`config.mk`:
```
export PLATFORM = sky130hd
export DESIGN_NAME = hysteresis_pulsed_valve_controller_top
export DESIGN_NICKNAME = d
export VERILOG_FILES = /design/src/hdl/hpvc_pkg.sv /design/src/hdl/hysteresis_pulsed_valve_controller_top.sv
export SDC_FILE = /design/constraint.sdc
export NUM_CORES = 1
export LEC_CHECK = 0
export ABC_AREA = 1
export BUFFER_PORTS_ARGS = -buffer_cell sky130_fd_sc_hd__buf_2
export CORE_ASPECT_RATIO = 1.75
export CORE_UTILIZATION = 32
export CTS_CLUSTER_DIAMETER = 80
export DETAILED_ROUTE_END_ITERATION = 6
export PLACE_DENSITY_LB_ADDON = 0.15
export SLEW_MARGIN = 20
export SYNTH_ARGS = -nofsm -noshare
export SYNTH_HDL_FRONTEND = slang
export SYNTH_SLANG_ARGS = --single-unit
export TNS_END_PERCENT = 100
```
`constraint.sdc`:
```
create_clock -name i_clk -period 6.1 [get_ports i_clk]
set_input_delay 0.61 -clock i_clk [delete_from_list [all_inputs] [get_ports i_clk]]
set_output_delay 0.61 -clock i_clk [all_outputs]
set_load 0.005 [all_outputs]
```
`src/hdl/hpvc_pkg.sv`:
```
`default_nettype none

package hpvc_pkg;

    // Field widths.
    localparam int unsigned LevelW = 16;
    localparam int unsigned CfgW   = 16;
    localparam int unsigned CmdW   = 2;
    localparam int unsigned CfgIdxW = 3;
    // Level doubled plus the full window width fits in this many bits.
    localparam int unsigned CmpW   = LevelW + 2;

    // Configuration register indexes.
    localparam logic [CfgIdxW-1:0] CFG_LOWER_LIMIT      = 3'd0;
    localparam logic [CfgIdxW-1:0] CFG_UPPER_LIMIT      = 3'd1;
    localparam logic [CfgIdxW-1:0] CFG_HYSTERESIS_WIDTH = 3'd2;
    localparam logic [CfgIdxW-1:0] CFG_OPEN_TICKS       = 3'd3;
    localparam logic [CfgIdxW-1:0] CFG_CLOSE_TICKS      = 3'd4;

    // Configuration reset values.
    localparam logic [CfgW-1:0] RST_LOWER_LIMIT      = 16'd200;
    localparam logic [CfgW-1:0] RST_UPPER_LIMIT      = 16'd1000;
    localparam logic [CfgW-1:0] RST_HYSTERESIS_WIDTH = 16'd100;
    localparam logic [CfgW-1:0] RST_OPEN_TICKS       = 16'd1000;
    localparam logic [CfgW-1:0] RST_CLOSE_TICKS      = 16'd2000;

    // Manual valve commands; any other code keeps the relay as it is.
    localparam logic [CmdW-1:0] CMD_OFF = 2'd0;
    localparam logic [CmdW-1:0] CMD_ON  = 2'd1;

    // Regulation state as shown on the result channel.
    typedef enum logic [1:0] {
        PH_IN_RANGE = 2'd0,
        PH_LOW      = 2'd1,
        PH_HIGH     = 2'd2
    } t_reg_phase;

    // Encoding that never appears on the result channel.
    localparam logic [1:0] PH_UNUSED = 2'd3;

endpackage

`default_nettype wire

```
`src/hdl/hysteresis_pulsed_valve_controller_top.sv`:
```
// Hysteresis window controller with pulsed valves, one transfer per millisecond tick.
//
// Input channel (i_in_valid / o_in_ready): each transfer carries one tick: the sensed
// level, pump and sensor fault flags, the manual mode request and the two manual
// valve commands. Result channel (o_out_valid / i_out_ready): exactly one transfer
// per input tick, giving both relay states, the regulation state and the mode.
// Configuration: i_cfg_we writes i_cfg_data into the register chosen by i_cfg_index
// (0 lower limit, 1 upper limit, 2 hysteresis width, 3 open time, 4 close time) at
// the clock edge; indexes 5 to 7 are ignored. Write only while no tick is in flight.
//
// A tick is captured in the input register, then evaluated against the controller
// state, and the outcome is loaded into the result register.
// Throughput is one tick per clock while results are taken; the only loop is the
// state update, which is a few 18-bit compares and one 16-bit decrement.
// When the receiver stalls, the result register holds its transfer, the input
// register keeps the following tick, and o_in_ready drops until the result is taken.
// Synchronous active-low reset empties both registers, puts the controller in
// automatic mode, in range, with both valves closed, and reloads the default configuration.

`default_nettype none

module hysteresis_pulsed_valve_controller_top (
    input  wire logic                              i_clk,
    input  wire logic                              i_rst_n,
    // Configuration write port.
    input  wire logic                              i_cfg_we,
    input  wire logic [hpvc_pkg::CfgIdxW-1:0]      i_cfg_index,
    input  wire logic [hpvc_pkg::CfgW-1:0]         i_cfg_data,
    // Input tick channel.
    input  wire logic                              i_in_valid,
    output      logic                              o_in_ready,
    input  wire logic [hpvc_pkg::LevelW-1:0]       i_level_ppm,
    input  wire logic                              i_pump_on,
    input  wire logic                              i_sensor_fault,
    input  wire logic                              i_manual_request,
    input  wire logic [hpvc_pkg::CmdW-1:0]         i_raise_valve_cmd,
    input  wire logic [hpvc_pkg::CmdW-1:0]         i_lower_valve_cmd,
    // Result channel.
    output      logic                              o_out_valid,
    input  wire logic                              i_out_ready,
    output      logic                              o_raise_valve_on,
    output      logic                              o_lower_valve_on,
    output      logic [1:0]                        o_regulation_state,
    output      logic                              o_manual_active
);

    // Configuration registers.
    logic [hpvc_pkg::CfgW-1:0] r_lower_limit;
    logic [hpvc_pkg::CfgW-1:0] r_upper_limit;
    logic [hpvc_pkg::CfgW-1:0] r_hyst_width;
    logic [hpvc_pkg::CfgW-1:0] r_open_ticks;
    logic [hpvc_pkg::CfgW-1:0] r_close_ticks;

    // Input register.
    logic                          r_in_valid;
    logic [hpvc_pkg::LevelW-1:0]   r_level_ppm;
    logic                          r_pump_on;
    logic                          r_sensor_fault;
    logic                          r_manual_request;
    logic [hpvc_pkg::CmdW-1:0]     r_raise_cmd;
    logic [hpvc_pkg::CmdW-1:0]     r_lower_cmd;

    // Controller state.
    logic                          r_manual_mode;
    hpvc_pkg::t_reg_phase          r_phase;
    logic                          r_valve_open;
    logic [hpvc_pkg::CfgW-1:0]     r_countdown;
    logic                          r_count_run;
    logic                          r_pulse_due;
    logic                          r_raise_relay;
    logic                          r_lower_relay;

    logic                          n_manual_mode;
    hpvc_pkg::t_reg_phase          n_phase;
    logic                          n_valve_open;
    logic [hpvc_pkg::CfgW-1:0]     n_countdown;
    logic                          n_count_run;
    logic                          n_pulse_due;
    logic                          n_raise_relay;
    logic                          n_lower_relay;

    // Result register.
    logic                          r_out_valid;
    logic                          r_out_raise;
    logic                          r_out_lower;
    logic [1:0]                    r_out_state;
    logic                          r_out_manual;

    logic in_xfer;
    logic advance;

    // A held tick moves on when the result register is empty or being drained.
    assign advance    = r_in_valid && (!r_out_valid || i_out_ready);
    assign o_in_ready = !r_in_valid || advance;
    assign in_xfer    = i_in_valid && o_in_ready;

    // Window compares on doubled values, so the half-width edges stay exact.
    // "level < limit - h" is tested as "level + h < limit" to keep everything unsigned.
    logic [hpvc_pkg::CmpW-1:0] lv2;
    logic [hpvc_pkg::CmpW-1:0] lv2_h;
    logic [hpvc_pkg::CmpW-1:0] l2;
    logic [hpvc_pkg::CmpW-1:0] u2;
    logic [hpvc_pkg::CmpW-1:0] l2_h;
    logic [hpvc_pkg::CmpW-1:0] u2_h;
    logic [hpvc_pkg::CmpW-1:0] hyst;
    logic                      enable_ok;
    logic                      enter_low;
    logic                      enter_high;
    logic                      exit_low;
    logic                      exit_high;

    assign hyst  = {2'b00, r_hyst_width};
    assign lv2   = {1'b0, r_level_ppm, 1'b0};
    assign l2    = {1'b0, r_lower_limit, 1'b0};
    assign u2    = {1'b0, r_upper_limit, 1'b0};
    assign lv2_h = lv2 + hyst;
    assign l2_h  = l2 + hyst;
    assign u2_h  = u2 + hyst;

    assign enable_ok  = r_pump_on && !r_sensor_fault;
    assign enter_low  = (lv2_h < l2) && enable_ok;
    assign enter_high = (lv2 > u2_h) && enable_ok;
    assign exit_low   = (lv2 > l2_h) || !enable_ok;
    assign exit_high  = (lv2_h < u2) || !enable_ok;

    always_comb begin
        n_manual_mode = r_manual_mode;
        n_phase       = r_phase;
        n_valve_open  = r_valve_open;
        n_countdown   = r_countdown;
        n_count_run   = r_count_run;
        n_pulse_due   = r_pulse_due;
        n_raise_relay = r_raise_relay;
        n_lower_relay = r_lower_relay;

        // The pulse timer runs ahead of the mode logic on every tick.
        if (r_count_run) begin
            if (r_countdown <= hpvc_pkg::CfgW'(1)) begin
                n_countdown = '0;
                n_count_run = 1'b0;
                n_pulse_due = 1'b1;
            end else begin
                n_countdown = r_countdown - hpvc_pkg::CfgW'(1);
            end
        end

        if (!r_manual_mode) begin
            // Entering manual closes everything, but the window entry tests below
            // still run on this tick.
            if (r_manual_request) begin
                n_manual_mode = 1'b1;
                n_phase       = hpvc_pkg::PH_IN_RANGE;
                n_valve_open  = 1'b0;
                n_count_run   = 1'b0;
                n_countdown   = '0;
                n_pulse_due   = 1'b0;
                n_raise_relay = 1'b0;
                n_lower_relay = 1'b0;
            end

            case (n_phase)
                hpvc_pkg::PH_LOW: begin
                    if (exit_low) begin
                        n_phase       = hpvc_pkg::PH_IN_RANGE;
                        n_valve_open  = 1'b0;
                        n_count_run   = 1'b0;
                        n_countdown   = '0;
                        n_pulse_due   = 1'b0;
                        n_raise_relay = 1'b0;
                    end else if (n_pulse_due) begin
                        n_pulse_due = 1'b0;
                        n_count_run = 1'b1;
                        if (!n_valve_open) begin
                            n_countdown   = r_open_ticks;
                            n_raise_relay = 1'b1;
                            n_valve_open  = 1'b1;
                        end else begin
                            n_countdown   = r_close_ticks;
                            n_raise_relay = 1'b0;
                            n_valve_open  = 1'b0;
                        end
                    end
                end
                hpvc_pkg::PH_HIGH: begin
                    if (exit_high) begin
                        n_phase       = hpvc_pkg::PH_IN_RANGE;
                        n_valve_open  = 1'b0;
                        n_count_run   = 1'b0;
                        n_countdown   = '0;
                        n_pulse_due   = 1'b0;
                        n_lower_relay = 1'b0;
                    end else if (n_pulse_due) begin
                        n_pulse_due = 1'b0;
                        n_count_run = 1'b1;
                        if (!n_valve_open) begin
                            n_countdown   = r_open_ticks;
                            n_lower_relay = 1'b1;
                            n_valve_open  = 1'b1;
                        end else begin
                            n_countdown   = r_close_ticks;
                            n_lower_relay = 1'b0;
                            n_valve_open  = 1'b0;
                        end
                    end
                end
                default: begin
                    // In range: high wins when both entry tests pass.
                    n_phase = hpvc_pkg::PH_IN_RANGE;
                    if (enter_low) begin
                        n_pulse_due = 1'b1;
                        n_phase     = hpvc_pkg::PH_LOW;
                    end
                    if (enter_high) begin
                        n_pulse_due = 1'b1;
                        n_phase     = hpvc_pkg::PH_HIGH;
                    end
                end
            endcase
        end else if (!r_manual_request) begin
            // Leaving manual only flips the mode; relays keep their manual values.
            n_manual_mode = 1'b0;
        end else begin
            if (r_raise_cmd == hpvc_pkg::CMD_OFF) begin
                n_raise_relay = 1'b0;
            end else if (r_raise_cmd == hpvc_pkg::CMD_ON) begin
                n_raise_relay = 1'b1;
            end
            if (r_lower_cmd == hpvc_pkg::CMD_OFF) begin
                n_lower_relay = 1'b0;
            end else if (r_lower_cmd == hpvc_pkg::CMD_ON) begin
                n_lower_relay = 1'b1;
            end
        end
    end

    // Configuration registers.
    always_ff @(posedge i_clk) begin
        if (!i_rst_n) begin
            r_lower_limit <= hpvc_pkg::RST_LOWER_LIMIT;
            r_upper_limit <= hpvc_pkg::RST_UPPER_LIMIT;
            r_hyst_width  <= hpvc_pkg::RST_HYSTERESIS_WIDTH;
            r_open_ticks  <= hpvc_pkg::RST_OPEN_TICKS;
            r_close_ticks <= hpvc_pkg::RST_CLOSE_TICKS;
        end else if (i_cfg_we) begin
            case (i_cfg_index)
                hpvc_pkg::CFG_LOWER_LIMIT:      r_lower_limit <= i_cfg_data;
                hpvc_pkg::CFG_UPPER_LIMIT:      r_upper_limit <= i_cfg_data;
                hpvc_pkg::CFG_HYSTERESIS_WIDTH: r_hyst_width  <= i_cfg_data;
                hpvc_pkg::CFG_OPEN_TICKS:       r_open_ticks  <= i_cfg_data;
                hpvc_pkg::CFG_CLOSE_TICKS:      r_close_ticks <= i_cfg_data;
                default: begin
                end
            endcase
        end
    end

    // Input register: valid flag under reset, payload loaded on each transfer.
    always_ff @(posedge i_clk) begin
        if (!i_rst_n) begin
            r_in_valid <= 1'b0;
        end else if (in_xfer) begin
            r_in_valid <= 1'b1;
        end else if (advance) begin
            r_in_valid <= 1'b0;
        end
    end

    always_ff @(posedge i_clk) begin
        if (in_xfer) begin
            r_level_ppm      <= i_level_ppm;
            r_pump_on        <= i_pump_on;
            r_sensor_fault   <= i_sensor_fault;
            r_manual_request <= i_manual_request;
            r_raise_cmd      <= i_raise_valve_cmd;
            r_lower_cmd      <= i_lower_valve_cmd;
        end
    end

    // Controller state advances once per evaluated tick.
    always_ff @(posedge i_clk) begin
        if (!i_rst_n) begin
            r_manual_mode <= 1'b0;
            r_phase       <= hpvc_pkg::PH_IN_RANGE;
            r_valve_open  <= 1'b0;
            r_countdown   <= '0;
            r_count_run   <= 1'b0;
            r_pulse_due   <= 1'b0;
            r_raise_relay <= 1'b0;
            r_lower_relay <= 1'b0;
        end else if (advance) begin
            r_manual_mode <= n_manual_mode;
            r_phase       <= n_phase;
            r_valve_open  <= n_valve_open;
            r_countdown   <= n_countdown;
            r_count_run   <= n_count_run;
            r_pulse_due   <= n_pulse_due;
            r_raise_relay <= n_raise_relay;
            r_lower_relay <= n_lower_relay;
        end
    end

    // Result register.
    always_ff @(posedge i_clk) begin
        if (!i_rst_n) begin
            r_out_valid <= 1'b0;
        end else if (advance) begin
            r_out_valid <= 1'b1;
        end else if (i_out_ready) begin
            r_out_valid <= 1'b0;
        end
    end

    always_ff @(posedge i_clk) begin
        if (advance) begin
            r_out_raise  <= n_raise_relay;
            r_out_lower  <= n_lower_relay;
            r_out_state  <= n_phase;
            r_out_manual <= n_manual_mode;
        end
    end

    assign o_out_valid        = r_out_valid;
    assign o_raise_valve_on   = r_out_raise;
    assign o_lower_valve_on   = r_out_lower;
    assign o_regulation_state = r_out_state;
    assign o_manual_active    = r_out_manual;

endmodule

`default_nettype wire

```
* Word level (Yosys, flattened, before mapping)
Index checks and enable logic that the tools add are counted.
** Word-level totals
- Flip-flop bits (word level) :: 134
- Input bits :: 47
** Operators by class
- Add/subtract/negate cells :: 4
- $lt $le $gt $ge :: 5
- Equality and inequality tests :: 8
- Muxes and demuxes :: 61
- Bitwise logic cells :: 1
- Reduce and logical (&&, ||, !) cells :: 25
** Operator list (number)
- $mux 16 :: 8
- $add 17x16->18 :: 3
- $mux 1 :: 43
- $gt 17x18->1 :: 2
- $lt 18x17->1 :: 2
- $pmux 16 s2 :: 1
- $le 16x1->1 const B :: 1
- $sub 16x1->16 const B :: 1
- $mux 2 :: 6
- $reduce_and 2->1 :: 6
- $eq 2x1->1 const B :: 3
- $eq 3x2->1 const B :: 2
- $logic_and 1x1->1 :: 5
- $logic_not 1->1 :: 4
- $logic_not 2->1 :: 2
- $logic_or 1x1->1 :: 4
- $pmux 1 s2 :: 2
- $pmux 2 s2 :: 1
- $reduce_bool 2->1 :: 2
- $eq 3x1->1 const B :: 1
- $eq 3x3->1 const B :: 1
- $logic_not 3->1 :: 1
- $eq 2x2->1 const B :: 1
- $reduce_or 2->1 :: 1
- $not 1->1 :: 1

* Depth between registers and ports, before layout
Gate-level depths: netlist of the first run.
- Word-level depth :: 9
- Mapped depth :: 29

* Least setup slack after synthesis of the first run
OpenSTA, ideal clock, no wires.
- Kind :: reg-to-reg
- From :: reg r_hyst_width[1] (netlist bit)
- To :: reg r_out_state[0], in the netlist o_regulation_state[0], data pin
- Library setup time :: 0.275 ns
- Arrival :: 2.990 ns
- Required time :: 5.825 ns
- Slack :: 2.835 ns
- Cell stages (with the launch flop) :: 23
- Path buffers :: 0
- Cells stage by stage :: dfxtp_1 > ha_1 > inv_1 > fa_1 > inv_1 > a31oi_1 > o21ai_0 > nand2_1 > nor2_1 > nor2_1 > o21bai_1 > xor2_1 > ha_1 > nand2_1 > inv_1 > nand4_1 > nor3_1 > a211oi_1 > nand3_1 > nand2_1 > nor2_1 > nor2_1 > a22oi_1
** Between the ends
- Cells in the longest elaborated chain, start to end :: 7
** Ends and longest elaborated chain
- from (decl) :: line hysteresis_pulsed_valve_controller_top.sv:50 : logic [hpvc_pkg::CfgW-1:0] r_hyst_width;
- from (signal assigned) :: line hysteresis_pulsed_valve_controller_top.sv:241 : r_hyst_width <= hpvc_pkg::RST_HYSTERESIS_WIDTH;
- from (signal assigned) :: line hysteresis_pulsed_valve_controller_top.sv:248 : hpvc_pkg::CFG_HYSTERESIS_WIDTH: r_hyst_width <= i_cfg_data;
- $add 17x16->18 :: line hysteresis_pulsed_valve_controller_top.sv:116 : assign lv2_h = lv2 + hyst;
- $lt 18x17->1 :: line hysteresis_pulsed_valve_controller_top.sv:121 : assign enter_low = (lv2_h < l2) && enable_ok;
- $logic_and 1x1->1 :: line hysteresis_pulsed_valve_controller_top.sv:121
- $mux 1 :: line hysteresis_pulsed_valve_controller_top.sv:209 : if (enter_low) begin
- $mux 2 :: line hysteresis_pulsed_valve_controller_top.sv:213 : if (enter_high) begin
- $pmux 2 s2 * :: line hysteresis_pulsed_valve_controller_top.sv:161 : case (n_phase)
- $mux 2 * :: line hysteresis_pulsed_valve_controller_top.sv:147 : if (!r_manual_mode) begin
- via n_phase[0] :: line hysteresis_pulsed_valve_controller_top.sv:74 : hpvc_pkg::t_reg_phase n_phase;
- to (signal assigned) :: line hysteresis_pulsed_valve_controller_top.sv:317 : r_out_state <= n_phase;
- to (decl) :: line hysteresis_pulsed_valve_controller_top.sv:86 : logic [1:0] r_out_state;
Mark *: on every way through the listed nets, which the timed path passes. The rest lies on a longest branch.
A chain may end at the register's enable or synchronous reset.

* Worst setup path in the final report of the first run
- From :: reg r_hyst_width[3] (netlist bit)
- To :: reg r_out_state[0], in the netlist o_regulation_state[0], data pin
Same word-level chain as after synthesis.

==> results of run 1 <==
[area by class of cell]
class	count	area (sq um)	area share
sequential	134	2963	0.2799
tap	378	473.0	0.04469
clock inverter	10	95.09	0.008985
inverter	157	593.1	0.05604
timing repair buffer	57	295.3	0.02790
clock buffer	22	475.5	0.04492
multi-input combinational	956	5689	0.5375
[flip-flops by register name, indices dropped and copies added, names as in the netlist, 2 cells and up]
signal and count:
r_open_ticks 16, r_level_ppm 16, r_lower_limit 16, r_countdown 16, o_regulation_state 2, r_raise_cmd 2
r_phase 2, r_upper_limit 16, r_hyst_width 16, r_close_ticks 16, r_lower_cmd 2
[report_power, final]
| part | internal [mW] | total (mW) | switching [mW] |
|---|---|---|---|
| Combinational | 0.172 | 0.472 | 0.300 |
| Sequential | 0.941 | 0.972 | 0.0309 |
| Clock | 0.597 | 1.03 | 0.429 |
[stage by stage]
step	power [mW]	utilization	worst slack, ns	std cells	hold WS [ns]
after detailed placement	1.465	0.3486	1.702	1682	0.4408
after global placement	1.462	0.3486	1.832	1682	0.4326
after floorplan	1.318	-	2.835	1282	0.4236
final	2.470	0.3684	1.634	1714	0.3326
after CTS	2.505	0.3684	1.690	1714	0.3084
after global routing	2.612	0.3684	1.304	1714	0.3111
[layer usage]
layer | global-route usage | share of wire | up-vias
li1 | - | - | 4392
met5 | 0 | 0 | -
met2 | 0.4033 | 0.57 | 142
met4 | 0.08903 | 0.033 | 0
met3 | 0.03016 | 0.023 | 42
met1 | 0.1878 | 0.38 | 3868
[cell usage after synthesis, drive strengths merged (2+ instances only)]
cell type,count
nand3b,3
dfxtp,106
nand2,244
o22ai,9
xnor2,12
nor3,20
o311ai,2
fa,3
o21a,5
nand4,15
nand3,62
ha,111
inv,154
o21ai,110
a21oi,129
buf,6
nor2,145
a21o,3
edfxtp,28
o21bai,6
a211oi,6
clkbuf,29
xor2,35
a22oi,7
o31ai,2
a31oi,6
o211ai,12
or2,3
clkinv,3
[worst max-delay path by stage]
| stage | endpoint | slack (ns) | cells after the start |
|---|---|---|---|
| 5_1_grt | o_regulation_state[0] | 1.30 | 19 |
| 6_report | o_regulation_state[0] | 1.63 | 19 |
| 3_3_place_gp | o_regulation_state[0] | 1.83 | 19 |
| 2_1_floorplan | o_regulation_state[0] | 2.84 | 22 |
| 4_1_cts | o_regulation_state[0] | 1.69 | 19 |
| 3_5_place_dp | o_regulation_state[0] | 1.70 | 19 |
[worst register-to-register path, cell delays in order (launching register included)]
cell	delay, ns
dfxtp_1	0.43
ha_1	0.32
a21oi_1	0.16
nand2_1	0.13
a21oi_1	0.38
o21ai_0	0.21
a31oi_1	0.30
o21ai_0	0.15
xor2_1	0.17
ha_1	0.29
nand2_1	0.05
nor2_1	0.32
nand4_1	0.30
o22ai_1	0.20
a21oi_1	0.07
nand3_2	0.13
nand2_1	0.11
nand2_4	0.22
nand3_1	0.13
a22oi_1	0.22
[logic make-up (layout without fill, tap and decap cells)]
| group | Yosys count | in the layout | synth area share |
|---|---|---|---|
| flops | 134 | 134 | 0.3151 |
| xor+xnor | 47 | 47 | 0.04378 |
| compound gates | 302 | 302 | 0.1792 |
| buf+inv | 192 | 246 | 0.08037 |
| fa+ha+maj | 114 | 114 | 0.1541 |
| simple gates | 493 | 493 | 0.2274 |
==> key figures, run 1 <==
Placed design
  – Final GP Congestion: 0.8335
  – Placed cell areas: 10010 sq um
  – HPWL Detailed: 22720 microns
  – Buffers on Ports: 53

Yosys
  – Syn Area/Cell: 7.334 sq um
  – Post-Syn Instances: 1282
  – Syn_nets: 1443
  – Cell taking the most area after synthesis: dfxtp_1
  – Share of the synthesized area in the top cell type: 0.2257
  – Warnings, synthesis: 0
  – Synthesized area: 9403 sq um
  – FFs w/ async S/R, synth: 0
  – Cell variety after synth: 53
  – EDFF count, synth: 28
  – Top cells by area, synth: dfxtp_1, ha_1, nand2_1, edfxtp_1, a21oi_1
  – Yosys reg bits: 134
  – Sequential fraction of the synthesis area: 0.3151
  – Ys flop type: dfxtp_1

Hold path
  – Worst hold start: i_level_ppm[2]
  – Hold Path Depth: 1
  – Hold Crit Endpoint: r_level_ppm[2]
  – HP Class: primary input to register

Critical path
  – Highest-delay cell along the critical path: dfxtp_1
  – Worst Path Max Fanout: 19
  – Worst path cell trace: ha_1, a21oi_1, nand2_1, a21oi_1, o21ai_0, a31oi_1, o21ai_0, xor2_1, ha_1, nand2_1, nor2_1, nand4_1, o22ai_1, a21oi_1, nand3_2, nand2_1, nand2_4, nand3_1, a22oi_1
  – CP max stage delay: 0.43 ns
  – Critical path required time: 6.37 ns
  – Worst Reg-to-Reg Cells: 19
  – Crit path DAT: 4.74 ns
  – R2r endpoint: o_regulation_state[0]
  – Buffers plus inverters on the worst setup path: 0
  – RR Startpoint: r_hyst_width[3]
  – Worst Setup SP: r_hyst_width[3]
  – Crit. End Element: register
  – Top Family by Delay on Critical Path: compound AO/OA/AOI/OAI gates
  – CP Class: register to register
  – R2R Setup Slk: 1.63 ns
  – CP startpoint kind: register

Pwr
  – Worst ir drop on vdd: 196.9 uV
  – Power Density: 233.4 nW/um^2
  – Leakage: 4.868 nW

Clock tree
  – Hold Buf Count CTS: 0
  – Setup Buffers After CTS: 0
  – Maximum clock path buffer count: 2
  – PostCTS Resize Cnt: 0
  – CTS H-tree lvls: 4
  – CTS sink count: 134
  – TritonCTS clock tree: done
  – Clock Latency Late Sink: 0.45 ns
  – Root buf cell: clkbuf_16
  – CTS Buf Count: 17
  – CTS clk-pin slew, worst paths: 0.06 ns

STA
  – Final Hold Vio Count: 0
  – Setup tns final: 0 ns
  – Slew Limit Fails: 0
  – Layout Skew: 0.01326 ns
  – Rel. slew slack: 0.2956
  – Unrepaired setup endpoints after global routing: no
  – Final worst path period need: 4.466 ns
  – Max Freq: 223.9 MHz
  – Endpoints failing setup: 0
  – Slew @ Worst Pin: 1.053 ns
  – Tcrit/Tclk final: 0.7321

Floorplanning
  – Die area: 30100 sq um
  – Row count: 82
  – Die span in y: 228.8 microns
  – Core area: 28730 sq um
  – IO Pins: 54
  – Die Wd: 131.6 microns
  – Initial Util: 0.3273

Global routing
  – Largest net degree at the start of global routing: 84
  – Gr usage total: 0.1975
  – Initial antenna violation count: 0
  – GRT Residual Overflow: 0
  – Vias in the first global route: 8729
  – First-pass GRT wire length: 45430 microns

Finish
  – Fraction of layout cells with a size suffix above 1: 0.09731
  – Ant diodes: 0
  – Most common cell after layout, fill and taps aside: nand2_1
  – Fillers: 3067
  – P&R area growth vs syn: 12.56%
  – Most frequent cells in the layout: nand2_1, inv_1, nor2_1
  – Final instance area: 10580 sq um
  – Final net count: 1484

Detailed routing
  – Detailed Route WL: 28650 microns
  – ANT nets after route: 0
  – Total number of vias: 8444
  – Vias per cell: 4.926
  – 1st-pass router iterations: 5
  – First DRT Iteration DRCs: 313
  – Post-DR wirelength/cell: 16.72 microns
  – # DRC: 0

Outcome
  – Status: finished, final reports clean

Run
  – Max cap viols: 0
Note: power is estimated with default switching activity, not from simulation.
==> run 2, diff against run 1 <==
==> constraint.sdc (replaced) <==
create_clock -name i_clk -period 4.5 [get_ports i_clk]
set_input_delay 0.45 -clock i_clk [delete_from_list [all_inputs] [get_ports i_clk]]
set_output_delay 0.45 -clock i_clk [all_outputs]
set_load 0.005 [all_outputs]
==> key figures, run 2 (synthesis results as in run 1) <==
Placed design
  – HPWL Detailed: 23100 microns
  – DP Cell Count: 1684
  – Buffers on Ports: 53
  – Final GP Congestion: 0.8255

Clock tree
  – CTS Buf Count: 17
  – Hold Buf Count CTS: 0
  – CTS clk-pin slew, worst paths: 0.07 ns
  – CTS sink count: 134
  – CTS H-tree lvls: 4
  – Maximum clock path buffer count: 2
  – Clock Latency Late Sink: 0.44 ns
  – PostCTS Resize Cnt: 0
  – Setup Buffers After CTS: 0
  – TritonCTS clock tree: done
  – Root buf cell: clkbuf_16

Hold path
  – HP Class: primary input to register
  – Hold Path Depth: 1
  – Hold Crit Endpoint: r_level_ppm[7]
  – Worst hold start: i_level_ppm[7]

Global routing
  – Met1 Use GR: 0.1861
  – GRT met2 Usage: 0.4005
  – GRT Residual Overflow: 0
  – GRT met3 Usage: 0.03282
  – Largest net degree at the start of global routing: 53
  – Gr usage total: 0.1964
  – Vias in the first global route: 8731
  – Initial antenna violation count: 0
  – Most crowded layer after global routing: met2
  – First-pass GRT wire length: 45180 microns

Pwr
  – Int Pwr: 2.283 mW
  – Combinational Power Share: 0.192
  – Power Density: 315.7 nW/um^2
  – Clock power share: 0.414
  – Sw Ratio: 0.3179
  – Sw power: 1.064 mW
  – Leakage: 4.859 nW
  – Flop pwr share: 0.393
  – Worst ir drop on vdd: 280.7 uV
  – Tot Pwr: 3.347 mW

Critical path
  – R2R Setup Slk: 0.35 ns
  – CP Class: register to register
  – Critical path required time: 4.78 ns
  – Crit path DAT: 4.43 ns
  – Worst Reg-to-Reg Cells: 19
  – RR Startpoint: r_hyst_width[3]
  – Worst path most repeated cell: nand2_1
  – Highest-delay cell along the critical path: dfxtp_1
  – Worst path cell trace: ha_1, a21oi_1, nand2_1, a21oi_2, o21ai_0, a31oi_1, o21ai_0, xor2_1, ha_1, nand2_1, nor2_1, nand4_1, o22ai_1, a21oi_1, nand3_2, nand2_1, nand2_4, nand3_1, a22oi_1
  – Worst Path Max Fanout: 19
  – Crit. End Element: register
  – R2r endpoint: o_regulation_state[0]
  – CP startpoint kind: register
  – CP max stage delay: 0.39 ns

Floorplanning
  – Die span in y: 228.8 microns
  – IO Pins: 54
  – Initial Util: 0.3273
  – Die area: 30100 sq um
  – Core area: 28730 sq um
  – Row count: 82
  – Die Wd: 131.6 microns

STA
  – Setup tns final: 0 ns
  – Final worst path period need: 4.150 ns
  – Slew @ Worst Pin: 1.037 ns
  – Slew Limit Fails: 0
  – Unrepaired setup endpoints after global routing: no
  – Rel. slew slack: 0.3058
  – Tcrit/Tclk final: 0.9223
  – Endpoints failing setup: 0
  – Layout Skew: 0.009389 ns
  – Final Hold Vio Count: 0
  – Max Freq: 240.9 MHz

Detailed routing
  – First DRT Iteration DRCs: 452
  – Post-DR wirelength/cell: 16.70 microns
  – ANT nets after route: 0
  – Total number of vias: 8537
  – Vias per cell: 4.975
  – Detailed Route WL: 28670 microns
  – 1st-pass router iterations: 5
  – # DRC: 0

Finish
  – Most common cell after layout, fill and taps aside: nand2_1
  – Final net count: 1486
  – Register area: 2963 sq um
  – Multi-input gate area: 5693 sq um
  – P&R area growth vs syn: 12.76%
  – Most frequent cells in the layout: nand2_1, inv_1, nor2_1
  – Fillers: 3154
  – Finished Layout Cells: 1716
  – Fraction of layout cells with a size suffix above 1: 0.1016
  – Ant diodes: 0

Outcome
  – Status: finished, final reports clean

Run
  – Max cap viols: 0
## run 2: cell types whose count changed in the layout (fill, tap and decap cells not counted)
cell / previous run / this run
inv_6: 1 / 5
inv_8: 0 / 1
clkbuf_16: 18 / 17
buf_4: 4 / 6
clkbuf_1: 3 / 0
clkbuf_8: 1 / 0
clkinvlp_4: 1 / 5
clkinv_2: 3 / 2
clkinv_4: 3 / 2
a21oi_2: 2 / 3
inv_1: 146 / 145
clkinv_1: 2 / 3
inv_4: 3 / 1
a21oi_1: 127 / 126
## run 2: how the worst max path moves through the flow
stage | from | endpoint | slack, ns | cells after the start
floorplan | r_hyst_width[1] | o_regulation_state[0] | 1.24 | 22
global placement | r_lower_limit[2] | o_regulation_state[0] | 0.27 | 19
detailed placement | r_hyst_width[3] | o_regulation_state[0] | 0.22 | 19
CTS | r_hyst_width[3] | o_regulation_state[0] | 0.20 | 19
global route | r_hyst_width[3] | o_regulation_state[0] | 0.03 | 19
finish | r_hyst_width[3] | o_regulation_state[0] | 0.35 | 19
## run 2: worst max-delay path, delay by kind of cell, from the launching register on
kind / cells / cell delay [ns]
compound gates: 8 / 1.47
xor+xnor: 1 / 0.17
simple gates: 8 / 1.37
fa+ha+maj: 2 / 0.58
flops: 1 / 0.39
## run 2: power groups by stage
stage               logic [mW]  clock network, mW  registers (mW)
finish                   0.644               1.39            1.32
global route             0.736               1.49            1.32
global placement         0.644                  0            1.34
detailed placement       0.647                  0            1.34
CTS                      0.651               1.43            1.32
floorplan                0.463                  0            1.32
## run 2: area by class of cell
class | instances | area share
Multi-Input combinational cell | 956 | 0.5369
Sequential cell | 134 | 0.2794
Inverter | 157 | 0.05594
Tap cell | 378 | 0.04461
Clock buffer | 17 | 0.04012
Timing Repair Buffer | 59 | 0.02927
Clock inverter | 15 | 0.01369
## run 2: per-layer routing
layer  part of all wire  vias to the layer above
met2               0.57                      124
li1                   -                     4412
met4              0.035                        0
met1               0.38                     3956
met3              0.020                       45
met5                  0                        -
## run 2: through the flow
stage	instance area [sq um]	util	hold WS, ns	worst slack [ns]
after floorplan	9403	-	0.4236	1.235
after global placement	10030	0.3491	0.4328	0.2722
after detailed placement	10030	0.3491	0.4391	0.2232
after CTS	10600	0.3689	0.1530	0.1980
after global routing	10600	0.3691	0.1520	0.03062
final	10600	0.3691	0.1792	0.3497
==> run 3, diff against run 2 <==
--- a/config.mk
+++ b/config.mk
@@ -7,7 +7,7 @@
 export LEC_CHECK = 0
 export ABC_AREA = 1
 export BUFFER_PORTS_ARGS = -buffer_cell sky130_fd_sc_hd__buf_2
-export CORE_ASPECT_RATIO = 1.75
+export CORE_ASPECT_RATIO = 2
 export CORE_UTILIZATION = 32
 export CTS_CLUSTER_DIAMETER = 80
 export DETAILED_ROUTE_END_ITERATION = 6
==> key figures, run 3 (synthesis results as in run 1) <==
Clock tree
  – Setup Buffers After CTS: 0
  – CTS clk-pin slew, worst paths: 0.07 ns
  – CTS sink count: 134
  – Maximum clock path buffer count: 2
  – CTS Buf Count: 17
  – Clock Latency Late Sink: 0.45 ns
  – Root buf cell: clkbuf_16
  – CTS H-tree lvls: 4
  – TritonCTS clock tree: done

Finish
  – Most frequent cells in the layout: nand2_1, inv_1, nor2_1
  – Finished Layout Cells: 1701
  – Finished Core Util: 0.3682
  – P&R area growth vs syn: 12.97%
  – Fraction of layout cells with a size suffix above 1: 0.1030
  – Most common cell after layout, fill and taps aside: nand2_1
  – Final net count: 1488

STA
  – Final Hold Vio Count: 0
  – Max Freq: 247.1 MHz
  – Layout Skew: 0.01051 ns
  – Slew @ Worst Pin: 0.9138 ns
  – Final worst path period need: 4.048 ns
  – Endpoints failing setup: 0
  – Tcrit/Tclk final: 0.8995
  – Worst setup margin: 0.4525 ns
  – Rel. slew slack: 0.3871
  – Setup tns final: 0 ns
  – Unrepaired setup endpoints after global routing: no
  – Slew Limit Fails: 0

Critical path
  – Worst Setup SP: r_hyst_width[3]
  – Crit path DAT: 4.34 ns
  – Highest-delay cell along the critical path: dfxtp_1
  – Worst Path Max Fanout: 19
  – R2R Setup Slk: 0.45 ns
  – Crit. End Element: register
  – RR Startpoint: r_hyst_width[3]
  – R2r endpoint: o_regulation_state[0]
  – CP Class: register to register
  – Critical path required time: 4.79 ns
  – CP Depth: 20
  – Buffers plus inverters on the worst setup path: 1
  – Top Family by Delay on Critical Path: compound AO/OA/AOI/OAI gates
  – CP max stage delay: 0.39 ns
  – Worst Reg-to-Reg Cells: 20
  – CP endpoint: o_regulation_state[0]
  – Worst path cell trace: ha_1, a21oi_1, nand2_1, a21oi_1, buf_4, o21ai_1, a31oi_1, o21ai_0, xor2_1, ha_1, nand2_1, nor2_2, nand4_1, o22ai_1, a21oi_1, nand3_2, nand2_1, nand2_4, nand3_1, a22oi_1
  – CP startpoint kind: register

Pwr
  – Tot Pwr: 3.427 mW
  – Worst ir drop on vdd: 222.7 uV
  – Leakage: 4.895 nW
  – Power Density: 322.6 nW/um^2

Placed design
  – DP Cell Count: 1668
  – HPWL Detailed: 23930 microns
  – Setup Slack @ Placement: 0.3427 ns
  – Final GP Congestion: 0.8583
  – Buffers on Ports: 53

Floorplanning
  – Die Wd: 123.2 microns
  – Die span in y: 244.4 microns
  – Row count: 88
  – IO Pins: 54
  – Core area: 28850 sq um
  – Die area: 30120 sq um
  – Initial Util: 0.3259

Detailed routing
  – ANT nets after route: 0
  – Vias per cell: 4.993
  – # DRC: 0
  – Total number of vias: 8493
  – Detailed Route WL: 29530 microns
  – First DRT Iteration DRCs: 418
  – Post-DR wirelength/cell: 17.36 microns
  – 1st-pass router iterations: 4

Global routing
  – GRT Residual Overflow: 0
  – First-pass GRT wire length: 46500 microns
  – Largest net degree at the start of global routing: 83
  – Vias in the first global route: 8698
  – Gr usage total: 0.2096
  – Initial antenna violation count: 0

Run
  – Max cap viols: 0

Outcome
  – Status: finished, final reports clean

Hold path
  – HP Class: primary input to register
-- run 3: changes by cell type in the layout (fill, tap and decap cells not counted), moves of 2 or more --
cell	change
buf_4	+2
inv_4	+2
clkinvlp_4	-3
inv_6	-2
clkinv_2	+2
-- run 3: how the worst min path moves through the flow --
stage / from / to / slack (ns) / cells past startpoint
2_1_floorplan: r_open_ticks[9] / r_open_ticks[9] / 0.42 / 2
3_3_place_gp: r_open_ticks[9] / r_open_ticks[9] / 0.43 / 2
4_1_cts: i_level_ppm[7] / r_level_ppm[7] / 0.15 / 1
6_report: i_level_ppm[7] / r_level_ppm[7] / 0.17 / 1
5_1_grt: i_level_ppm[8] / r_level_ppm[8] / 0.15 / 1
3_5_place_dp: r_open_ticks[9] / r_open_ticks[9] / 0.44 / 2
-- run 3: timing repair --
item / CTS / global route
resized for setup: 0 / 2
hold buffers: 0 / 0
endpoints found under the hold margin: 0 / 0
endpoints found under the setup margin: 0 / 15
-- run 3: final cells by class --
type | count | area, sq um
diodes | 1 | 2.502
inverters | 157 | 593.1
repair buffers | 61 | 325.3
clock buffers | 18 | 450.4
fillers | 3188 | 18230
multi-input cells | 956 | 5692
well taps | 360 | 450.4
clock inverters | 14 | 146.4
flip-flops and latches | 134 | 2963
-- run 3: per-layer routing --
metal | global-route usage | vias to the layer above | wire length (microns)
met4 | 0.1166 | 0 | 1485
li1 | - | 4398 | -
met2 | 0.4198 | 115 | 17170
met1 | 0.1927 | 3922 | 10350
met3 | 0.02799 | 58 | 521
met5 | 0 | - | 0
-- run 3: report_power, final --
| part | switching, mW | internal [mW] |
|---|---|---|
| sequential | 0.0404 | 1.28 |
| clock | 0.609 | 0.852 |
| combinational | 0.411 | 0.239 |
-- run 3: per-stage QoR --
| stage | hold WS (ns) | instance area (sq um) |
|---|---|---|
| after floorplan | 0.4236 | 9403 |
| after global placement | 0.4348 | 10020 |
| after detailed placement | 0.4418 | 10020 |
| after CTS | 0.1452 | 10620 |
| after global routing | 0.1509 | 10620 |
| final | 0.1684 | 10620 |
